--- config.mk ---
export PLATFORM = sky130hd
export DESIGN_NAME = base85_stream_encoder_unit
export DESIGN_NICKNAME = d
export VERILOG_FILES = /design/src/hdl/b85se_pkg.sv /design/src/hdl/b85se_front.sv /design/src/hdl/b85se_queue.sv /design/src/hdl/b85se_back.sv /design/src/hdl/base85_stream_encoder_unit.sv
export SDC_FILE = /design/constraint.sdc
export NUM_CORES = 1
export LEC_CHECK = 0
export BUFFER_PORTS_ARGS = -buffer_cell sky130_fd_sc_hd__buf_2
export CORE_MARGIN = 1.5
export CORE_UTILIZATION = 55
export DETAILED_ROUTE_END_ITERATION = 16
export PLACE_DENSITY_LB_ADDON = 0.15
export SYNTH_ARGS = -nofsm -noshare
export SYNTH_HDL_FRONTEND = slang
export SYNTH_SLANG_ARGS = --single-unit
--- constraint.sdc ---
create_clock -name clk -period 7.66 [get_ports clk]
set_input_delay 1.532 -clock clk [delete_from_list [all_inputs] [get_ports clk]]
set_output_delay 1.532 -clock clk [all_outputs]
set_load 0.02 [all_outputs]
--- src/hdl/b85se_pkg.sv ---
// shared types, constants and the character table of the base-85 stream encoder
package b85se_pkg;

	localparam int QUEUE_DEPTH_DEF = 4;
	localparam int WORD_W = 32;
	localparam int DIGIT_W = 7;
	localparam int CHAR_W = 8;
	localparam int CHARS_PER_GROUP = 5;

	// floor(x / 85) == (x * RECIP_85) >> RECIP_SHIFT for every 32-bit x
	localparam logic [WORD_W-1:0] RECIP_85 = 32'd3233857729;
	localparam int RECIP_SHIFT = 38;
	localparam int QUOT_W = 2 * WORD_W - RECIP_SHIFT;

	typedef struct packed {
		logic err;
		logic [WORD_W-1:0] word;
	} entry_t;

	localparam logic [CHAR_W-1:0] ALPHABET [85] = '{
		"0", "1", "2", "3", "4", "5", "6", "7", "8", "9",
		"a", "b", "c", "d", "e", "f", "g", "h", "i", "j",
		"k", "l", "m", "n", "o", "p", "q", "r", "s", "t",
		"u", "v", "w", "x", "y", "z", "A", "B", "C", "D",
		"E", "F", "G", "H", "I", "J", "K", "L", "M", "N",
		"O", "P", "Q", "R", "S", "T", "U", "V", "W", "X",
		"Y", "Z", ".", "-", ":", "+", "=", "^", "!", "/",
		"*", "?", "&", "<", ">", "(", ")", "[", "]", "{",
		"}", "@", "%", "$", "#"
	};

	function automatic logic [CHAR_W-1:0] z85_char(input logic [DIGIT_W-1:0] digit);
		logic [CHAR_W-1:0] ch;
		ch = '0;
		if (digit < 7'd85) begin
			ch = ALPHABET[digit];
		end
		return ch;
	endfunction

endpackage

--- src/hdl/b85se_front.sv ---
// input side: gathers bytes into 32-bit words and flags short messages
module b85se_front import b85se_pkg::*; (
	input  logic        clk,
	input  logic        arst_n,
	input  logic        in_valid,
	output logic        in_stall,
	input  logic [7:0]  data_byte,
	input  logic        end_of_message,
	input  logic        full,
	output logic        push,
	output entry_t      push_entry
);

	logic [23:0] part_q;
	logic [1:0]  held_q;
	logic        accept;
	logic        group_end;

	assign in_stall  = full;
	assign accept    = in_valid && !in_stall;
	assign group_end = (held_q == 2'd3);
	assign push      = accept && (group_end || end_of_message);

	assign push_entry.err  = !group_end;
	assign push_entry.word = {part_q, data_byte};

	always_ff @(posedge clk or negedge arst_n) begin
		if (!arst_n) begin
			part_q <= '0;
			held_q <= '0;
		end else if (accept) begin
			if (push) begin
				part_q <= '0;
				held_q <= '0;
			end else begin
				part_q <= {part_q[15:0], data_byte};
				held_q <= held_q + 2'd1;
			end
		end
	end

endmodule

--- src/hdl/b85se_queue.sv ---
// small fifo of words and error marks between front and back
module b85se_queue import b85se_pkg::*; #(
	parameter int DEPTH = QUEUE_DEPTH_DEF
) (
	input  logic   clk,
	input  logic   arst_n,
	input  logic   push,
	input  entry_t push_entry,
	input  logic   pop,
	output entry_t head,
	output logic   full,
	output logic   empty
);

	localparam int PW = (DEPTH > 1) ? $clog2(DEPTH) : 1;
	localparam int CW = $clog2(DEPTH + 1);

	entry_t          mem_q [DEPTH];
	logic [PW-1:0]   wr_ptr_q;
	logic [PW-1:0]   rd_ptr_q;
	logic [CW-1:0]   count_q;
	logic            do_push;
	logic            do_pop;

	assign full    = (count_q == CW'(DEPTH));
	assign empty   = (count_q == '0);
	assign do_push = push && !full;
	assign do_pop  = pop && !empty;
	assign head    = mem_q[rd_ptr_q];

	always_ff @(posedge clk) begin
		if (do_push) begin
			mem_q[wr_ptr_q] <= push_entry;
		end
	end

	always_ff @(posedge clk or negedge arst_n) begin
		if (!arst_n) begin
			wr_ptr_q <= '0;
			rd_ptr_q <= '0;
			count_q  <= '0;
		end else begin
			if (do_push) begin
				wr_ptr_q <= (wr_ptr_q == PW'(DEPTH - 1)) ? '0 : wr_ptr_q + 1'b1;
			end
			if (do_pop) begin
				rd_ptr_q <= (rd_ptr_q == PW'(DEPTH - 1)) ? '0 : rd_ptr_q + 1'b1;
			end
			if (do_push && !do_pop) begin
				count_q <= count_q + 1'b1;
			end else if (do_pop && !do_push) begin
				count_q <= count_q - 1'b1;
			end
		end
	end

endmodule

--- src/hdl/b85se_back.sv ---
// output side: splits a word into base-85 digits and sends the characters
module b85se_back import b85se_pkg::*; (
	input  logic              clk,
	input  logic              arst_n,
	input  entry_t            head,
	input  logic              empty,
	output logic              pop,
	output logic              out_valid,
	input  logic              out_stall,
	output logic [CHAR_W-1:0] code_char,
	output logic              group_done,
	output logic              length_error
);

	typedef enum logic [1:0] {C_IDLE, C_MUL, C_RED, C_HOLD} cstate_t;

	cstate_t              cstate_q;
	logic [1:0]           cnt_q;
	logic [WORD_W-1:0]    x_q;
	logic [QUOT_W-1:0]    quot_q;
	logic                 err_q;
	logic [DIGIT_W-1:0]   dig_q [CHARS_PER_GROUP];
	logic [CHAR_W-1:0]    ebuf_q [CHARS_PER_GROUP];
	logic [2:0]           left_q;
	logic                 eerr_q;

	logic                 out_take;
	logic                 emit_free;
	logic                 load;
	logic [WORD_W-1:0]    mul_in;
	logic [2*WORD_W-1:0]  product;
	logic [DIGIT_W-1:0]   q85_low;
	logic [DIGIT_W-1:0]   rem;

	assign out_valid    = (left_q != '0);
	assign out_take     = out_valid && !out_stall;
	assign emit_free    = (left_q == '0) || (out_take && left_q == 3'd1);
	assign load         = (cstate_q == C_HOLD) && emit_free;
	assign pop          = !empty && ((cstate_q == C_IDLE) || load);
	assign code_char    = ebuf_q[0];
	assign group_done   = (left_q == 3'd1);
	assign length_error = eerr_q;

	assign mul_in  = (cstate_q == C_MUL) ? x_q : head.word;
	assign product = {{WORD_W{1'b0}}, mul_in} * {{WORD_W{1'b0}}, RECIP_85};

	// remainder is below 85, so the low seven bits of x - 85*q are enough
	assign q85_low = {quot_q[0], 6'b0} + {quot_q[2:0], 4'b0} + {quot_q[4:0], 2'b0}
		+ quot_q[DIGIT_W-1:0];
	assign rem = x_q[DIGIT_W-1:0] - q85_low;

	always_ff @(posedge clk or negedge arst_n) begin
		if (!arst_n) begin
			cstate_q <= C_IDLE;
			cnt_q    <= '0;
			x_q      <= '0;
			quot_q   <= '0;
			err_q    <= 1'b0;
			left_q   <= '0;
			eerr_q   <= 1'b0;
			for (int i = 0; i < CHARS_PER_GROUP; i++) begin
				dig_q[i]  <= '0;
				ebuf_q[i] <= '0;
			end
		end else begin
			if (out_take) begin
				for (int i = 0; i < CHARS_PER_GROUP - 1; i++) begin
					ebuf_q[i] <= ebuf_q[i+1];
				end
				left_q <= left_q - 3'd1;
			end
			unique case (cstate_q)
				C_IDLE: begin
				end
				C_MUL: begin
					quot_q   <= product[2*WORD_W-1:RECIP_SHIFT];
					cstate_q <= C_RED;
				end
				C_RED: begin
					x_q <= WORD_W'(quot_q);
					if (cnt_q == 2'd3) begin
						dig_q[0] <= quot_q[DIGIT_W-1:0];
						dig_q[1] <= rem;
						dig_q[2] <= dig_q[0];
						dig_q[3] <= dig_q[1];
						dig_q[4] <= dig_q[2];
						cstate_q <= C_HOLD;
					end else begin
						dig_q[0] <= rem;
						for (int i = 1; i < CHARS_PER_GROUP; i++) begin
							dig_q[i] <= dig_q[i-1];
						end
						cnt_q    <= cnt_q + 2'd1;
						cstate_q <= C_MUL;
					end
				end
				C_HOLD: begin
					if (load) begin
						if (err_q) begin
							ebuf_q[0] <= '0;
							left_q    <= 3'd1;
						end else begin
							for (int i = 0; i < CHARS_PER_GROUP; i++) begin
								ebuf_q[i] <= z85_char(dig_q[i]);
							end
							left_q <= 3'(CHARS_PER_GROUP);
						end
						eerr_q   <= err_q;
						cstate_q <= C_IDLE;
					end
				end
				default: begin
					cstate_q <= C_IDLE;
				end
			endcase
			if (pop) begin
				x_q      <= head.word;
				err_q    <= head.err;
				quot_q   <= product[2*WORD_W-1:RECIP_SHIFT];
				cnt_q    <= '0;
				cstate_q <= head.err ? C_HOLD : C_RED;
			end
		end
	end

endmodule

--- src/hdl/base85_stream_encoder_unit.sv ---
// throughput: one byte per cycle in while the queue has room; the back encodes one group at
// a time with the shared divide-by-85 multiplier, while the last group's characters still leave
// a group goes through the queue and the reduce, multiply and hold states; a short group
// gives one error beat; characters leave one per cycle while out_stall is low
// reset: arst_n clears the partial group, the queue and all pending results
module base85_stream_encoder_unit import b85se_pkg::*; #(
	parameter int QUEUE_DEPTH = QUEUE_DEPTH_DEF
) (
	input  logic        clk,
	input  logic        arst_n,
	input  logic        in_valid,
	output logic        in_stall,
	input  logic [7:0]  data_byte,
	input  logic        end_of_message,
	output logic        out_valid,
	input  logic        out_stall,
	output logic [7:0]  code_char,
	output logic        group_done,
	output logic        length_error
);

	entry_t push_entry;
	entry_t head;
	logic   push;
	logic   pop;
	logic   full;
	logic   empty;

	b85se_front u_front (
		.clk            (clk),
		.arst_n         (arst_n),
		.in_valid       (in_valid),
		.in_stall       (in_stall),
		.data_byte      (data_byte),
		.end_of_message (end_of_message),
		.full           (full),
		.push           (push),
		.push_entry     (push_entry)
	);

	b85se_queue #(
		.DEPTH (QUEUE_DEPTH)
	) u_queue (
		.clk        (clk),
		.arst_n     (arst_n),
		.push       (push),
		.push_entry (push_entry),
		.pop        (pop),
		.head       (head),
		.full       (full),
		.empty      (empty)
	);

	b85se_back u_back (
		.clk          (clk),
		.arst_n       (arst_n),
		.head         (head),
		.empty        (empty),
		.pop          (pop),
		.out_valid    (out_valid),
		.out_stall    (out_stall),
		.code_char    (code_char),
		.group_done   (group_done),
		.length_error (length_error)
	);

endmodule
# Yosys cells after proc, flatten, opt, wreduce, memory -nomap -nowiden
# Memories as Yosys holds them, arrays and structs flattened.
# Cells that the tools add are included.
# word_totals
wordCells	144
n_memories	6
mem_bits_rw	132
out_inout_bits	12
register_bits	175
mem_bits_ro	5120
inputBits	13
# op_classes
add_sub_neg	11
reduce_logical	31
bitwise_logic	6
eq_ne	11
n_mul	1
n_lt_le_gt_ge	10
mux	46
# mem_list
memory	depth	word_bits	rd	rd_clocked_by_memory_dff	write_ports	line_no	text
(no name shown)	128	8	1	0	0	b85se_pkg.sv:36	ch = ALPHABET[digit];
(no name shown)	128	8	1	0	0	b85se_pkg.sv:36	
(no name shown)	128	8	1	0	0	b85se_pkg.sv:36	
(no name shown)	128	8	1	0	0	b85se_pkg.sv:36	
(no name shown)	128	8	1	0	0	b85se_pkg.sv:36	
u_queue.mem_q	4	33	1	0	1	b85se_queue.sv:18	entry_t mem_q [DEPTH];
# op_table
operator	count
$mux 32	5
$mux 8	16
$mux 40	2
$mul 32x32->64 const B	1
$mux 26	2
$ge 8x8->1 const B	5
$not 7->8	5
$lt 7x7->1 const B	5
$mux 35	1
$mux 24	1
$add 7x7->7	3
$mux 2	9
$mux 3	6
$eq 2x2->1 const B	6
$logic_and 1x1->1	10
$add 2x1->2 const B	4
$sub 7x7->7	1
$logic_not 1->1	6
$logic_not 3->1	2
$pmux 2 s3	1
$reduce_and 2->1	3
$reduce_bool 2->1	3
$sub 3x1->3 const B	2
$reduce_bool 4->1	1
12 further kinds	16

# Depth between registers and ports, before layout
# depth
word_depth	11
depth_mapped	29
depth_no_buf	27

# Modules after synthesis
# From an unflattened synthesis, not the netlist that was laid out.
# unflattened
hier_cells	2809
area_unflattened_um2	27652.8
# modules_own_cells
mod	cells_per_inst	area_each_um2	seq_area_each_um2	instances
b85se_back	2527	21360.5	3528.4	1
b85se_queue	210	5228.8	4139.0	1
b85se_front	72	1063.5	650.6	1

# Least setup slack after synthesis
# No wires, ideal clock.
# synth_path
path_kind	register to register
from	register u_queue.rd_ptr_q[0]
to	register u_back.quot_q[23]
stages_incl_launch_ff	27
setup_ps	129
arrival_time_ps	7347
n_path_buf	3
path_slack_ps	184
cell_sequence	dfrtp_1 -> buf_6 -> buf_1 -> mux4_2 -> mux2_2 -> ha_1 -> ha_1 -> inv_1 -> fa_1 -> inv_1 -> fa_1 -> inv_1 -> fa_1 -> fa_1 -> fa_1 -> inv_1 -> ha_1 -> ha_1 -> buf_2 -> nand4_2 -> or3_1 -> o211ai_2 -> a31oi_1 -> o211ai_2 -> o21ai_1 -> and3_1 -> a2111o_1
# synth_via
elab_chain_len	5
# synth_lines
element	line_no	text
start, declared	b85se_queue.sv:20	logic [PW-1:0] rd_ptr_q;
start signal, assigned	b85se_queue.sv:47	rd_ptr_q <= (rd_ptr_q == PW'(DEPTH - 1)) ? '0 : rd_ptr_q + 1'b1;
$mem_v2 4x33 (*)	n/a	
$mux 32 (*)	b85se_back.sv:44	assign mul_in = (cstate_q == C_MUL) ? x_q : head.word;
$mul 32x32->64 (*)	b85se_back.sv:45	assign product = {{WORD_W{1'b0}}, mul_in} * {{WORD_W{1'b0}}, RECIP_85};
$mux 26	b85se_back.sv:72	unique case (cstate_q)
$mux 26 (*)	b85se_back.sv:116	if (pop) begin
end signal, assigned	b85se_back.sv:76	quot_q <= product[2*WORD_W-1:RECIP_SHIFT];
end signal, assigned	b85se_back.sv:119	quot_q <= product[2*WORD_W-1:RECIP_SHIFT];
end, declared	b85se_back.sv:20	logic [QUOT_W-1:0] quot_q;
# Mark *: on every way between the ends. The rest lies on a longest branch, timed or not. The select of a mux whose other input is x is not followed.
# A chain may end at the register's enable or synchronous reset.

# Final worst setup path
# layout_path
from	register u_queue.rd_ptr_q[0]
to	register u_back.quot_q[22]
# Same word-level chain as after synthesis.

==> results by group <==
Run status
  – Status: completed

Setup path
  – Max stage delay cell, worst path: mux4_2
  – Cell mode on critical path: fa_1
  – Worst path max stage delay: 530 ps
  – Setup Crit Path Kind: reg2reg
  – Crit path buf inv count: 6
  – Crit Path Max Fanout: 10
  – Worst endpoint data arrival time: ~7900 ps
  – Worst setup EP type: flop
  – Critical Path RT: 8120 ps
  – Startpoint types: flop
  – Crit-path leading delay family: adder cells

Clock network
  – CTS max path bufs: 3
  – # hold bufs at CTS: 0
  – Skew-Pair Late Insertion Delay: 570 ps
  – Clk sinks: between 300 and 400
  – H-tree levels: 2
  – TritonCTS Buffers: 36
  – Clock root buffer: clkbuf_16
  – CTS tree: done
  – Clk slew on worst S/H paths: 60 ps

Timing
  – Fin crit period: 7460 ps
  – Setup TNS: 0 ps
  – Tcrit/Tclk final: between 90 and 100%
  – Slew headroom: 24.8%
  – Final Setup Violations: 0
  – Worst slew pin tran: 1130 ps
  – Final Slew Violations: 0
  – Final Hold Fails: 0
  – Peak Freq: 134 MHz
  – Post-Route Skew: 32.1 ps
  – RSZ-0062 raised after global routing: yes

Layout
  – Commonest non-fill, non-tap cell in the layout: inv_1
  – Layout cells sized above 1: around 11%
  – Net count of the finished layout: 3423
  – Most frequent cells in the layout: inv_1 (391), ha_1 (381), nand2_1 (274), dfrtp_1 (173), fa_1 (171)
  – Area Growth Syn to Fin: 10.3%

Logic synthesis
  – Netlist Area Pre-Place: 27400 um2
  – Yosys top cell area share: 17.7%
  – Distinct cell type count after synthesis: 86
  – Fraction of registers with async set or reset after synthesis: a little under three fifths
  – Yosys warnings: 0
  – Synth Register Bits: 306
  – Yosys top cell by area: ha_1
  – Main synth FF type: dfrtp_1
  – Register area share after synthesis: a little under a third
  – Post-Synthesis Net Count: 3380
  – Top cells by area, synth: ha_1 (18%), dfrtp_1 (16%), edfxtp_1 (14%)
  – Synthesized area per cell: 9.77 um2
  – Mapped Cells: 2807
  – Post-synth EDFFs: approximately 130

Detailed routing
  – DRT Pass-1 Iters: 7
  – DR vias/cell: 5.82
  – Detail Route Antenna Nets: 0
  – Routed length per instance: 20.2 um
  – Routed via count: 20.6k
  – Post-route DRC: 0
  – Final wirelength: 71500 um
  – 1st-iter DRT viols: 1716

Placement
  – DPL Wire Length: ~55000 um
  – PortBufs: 24
  – Placer Congestion: 0.998

Floorplan
  – Io pins: 25
  – Row count: ~80
  – Core Footprint: between 40000 and 50000 um2
  – Full die area: 51200 um2
  – Initial Util: 55.9%
  – Die W: 226 um
  – Chip height: 226 um

Global routing
  – Total global-route track usage: 29.1%
  – Vias in the first global route: 20.8k
  – First-pass GRT wire length: 114000 um
  – Largest net degree at the start of global routing: 115
  – Initial antenna violation count: 1
  – Total gr overflow: 0

Flow run
  – Max Cap Viol: 0

Worst hold path
  – Hold Crit Class: reg2reg
-- registers in the layout (all words and copies together), names as in the netlist --
register / count
u_queue.mem_q: 132
u_back.dig_q: 35
u_back.x_q: 32
u_back.ebuf_q: 31
u_back.quot_q: 26
u_front.part_q: 24
u_back.code_char: 8
u_back.left_q: 3
u_queue.count_q: 3
u_back.cnt_q: 2
u_back.cstate_q: 2
u_front.held_q: 2
u_queue.rd_ptr_q: 2
u_queue.wr_ptr_q: 2
u_back.err_q: 1
u_back.length_error: 1
-- worst register-to-register path: cells and delay by family (launching register included) --
family,cells,cell delay (ps)
adder cells (fa/ha/maj),9,3640
flip-flops,1,420
AO/OA/AOI/OAI,5,1290
buffers and inverters,6,530
AND/OR/NAND/NOR,3,640
multiplexers,2,860
-- cell families after synthesis --
logic type | Yosys count | share of synthesized area, %
adders and majority gates | 560 | 30.3
AOI/OAI and AO/OA | 590 | 13.4
and+or+nand+nor | 610 | 9.93
buffers and inverters | 547 | 7.66
muxes | 151 | 7.07
DFF | 306 | 30.3
xor gates and xnor gates | 43 | 1.37
-- Yosys cell counts (all sizes together) (12+ instances only) --
cell type	count
a22oi	12
inv	393
and3	13
mux4	32
a211oi	31
clkbuf	116
nand4	16
fa	172
a31oi	35
buf	35
mux2	22
nor2b	19
dfrtp	174
nor3	37
a21oi	166
o22ai	32
ha	388
a21o	25
nand2b	17
nand2	274
o21ai	176
edfxtp	132
nand3	41
o211ai	12
a311oi	13
nor2	142
xnor2	31
xor2	12
mux2i	97
-- layer usage --
layer / global-route usage (%) / wire length, um / vias up
met3: 5.14 / 4150 / 89
met2: 47.3 / 33500 / 557
li1: - / - / 9810
met4: 7.91 / 2080 / 0
met1: 40.2 / 31800 / 10200
met5: 0 / 0 / -
-- final timing paths --
| path | from | endpoint | slack [ps] | depth (start not counted) |
|---|---|---|---|---|
| min in group asynchronous | arst_n | u_front.held_q[0] | 1050 | 1 |
| setup / recovery | u_queue.rd_ptr_q[0] | u_back.quot_q[22] | 200 | 25 |
| hold / removal | u_queue.count_q[2] | u_queue.count_q[2] | 490 | 1 |
| setup reg to reg | u_queue.rd_ptr_q[0] | u_back.quot_q[22] | 200 | 25 |
| hold reg to reg | u_queue.count_q[2] | u_queue.count_q[2] | 490 | 1 |
| max in group asynchronous | arst_n | u_back.quot_q[1] | 5150 | 2 |
-- per-stage QoR --
step / hold slack (ps) / std cells / cell area [um2] / setup slack [ps] / utilization [%]
2_1_floorplan: 443 / 2807 / 27400 / 184 / -
4_1_cts: 490 / 3534 / 30000 / 4.97 / 61.2
3_3_place_gp: 467 / 3469 / 28800 / 36.4 / 58.7
5_1_grt: 522 / 3541 / 30300 / -1.56 / 61.7
3_5_place_dp: 476 / 3469 / 28800 / 20.6 / 58.7
6_report: 490 / 3542 / 30300 / 201 / 61.7
-- repair_timing --
| item | CTS | global route |
|---|---|---|
| resized for setup | 0 | 33 |
| buffers inserted | 0 | 7 |
| endpoints found under the setup margin | 0 | 23 |
-- cell type report --
type	count	area, um2
multi-input combinational	1954	17200
clock inverter	21	238
fill	4164	18800
tap	664	831
sequential	306	8320
inverter	396	1490
clock buffer	44	962
timing repair buffer	156	1180
antenna	1	2.50
Power is left out: the tool's default activity adds up to more than one toggle a clock period on the data nets, which glitch-free logic cannot reach.
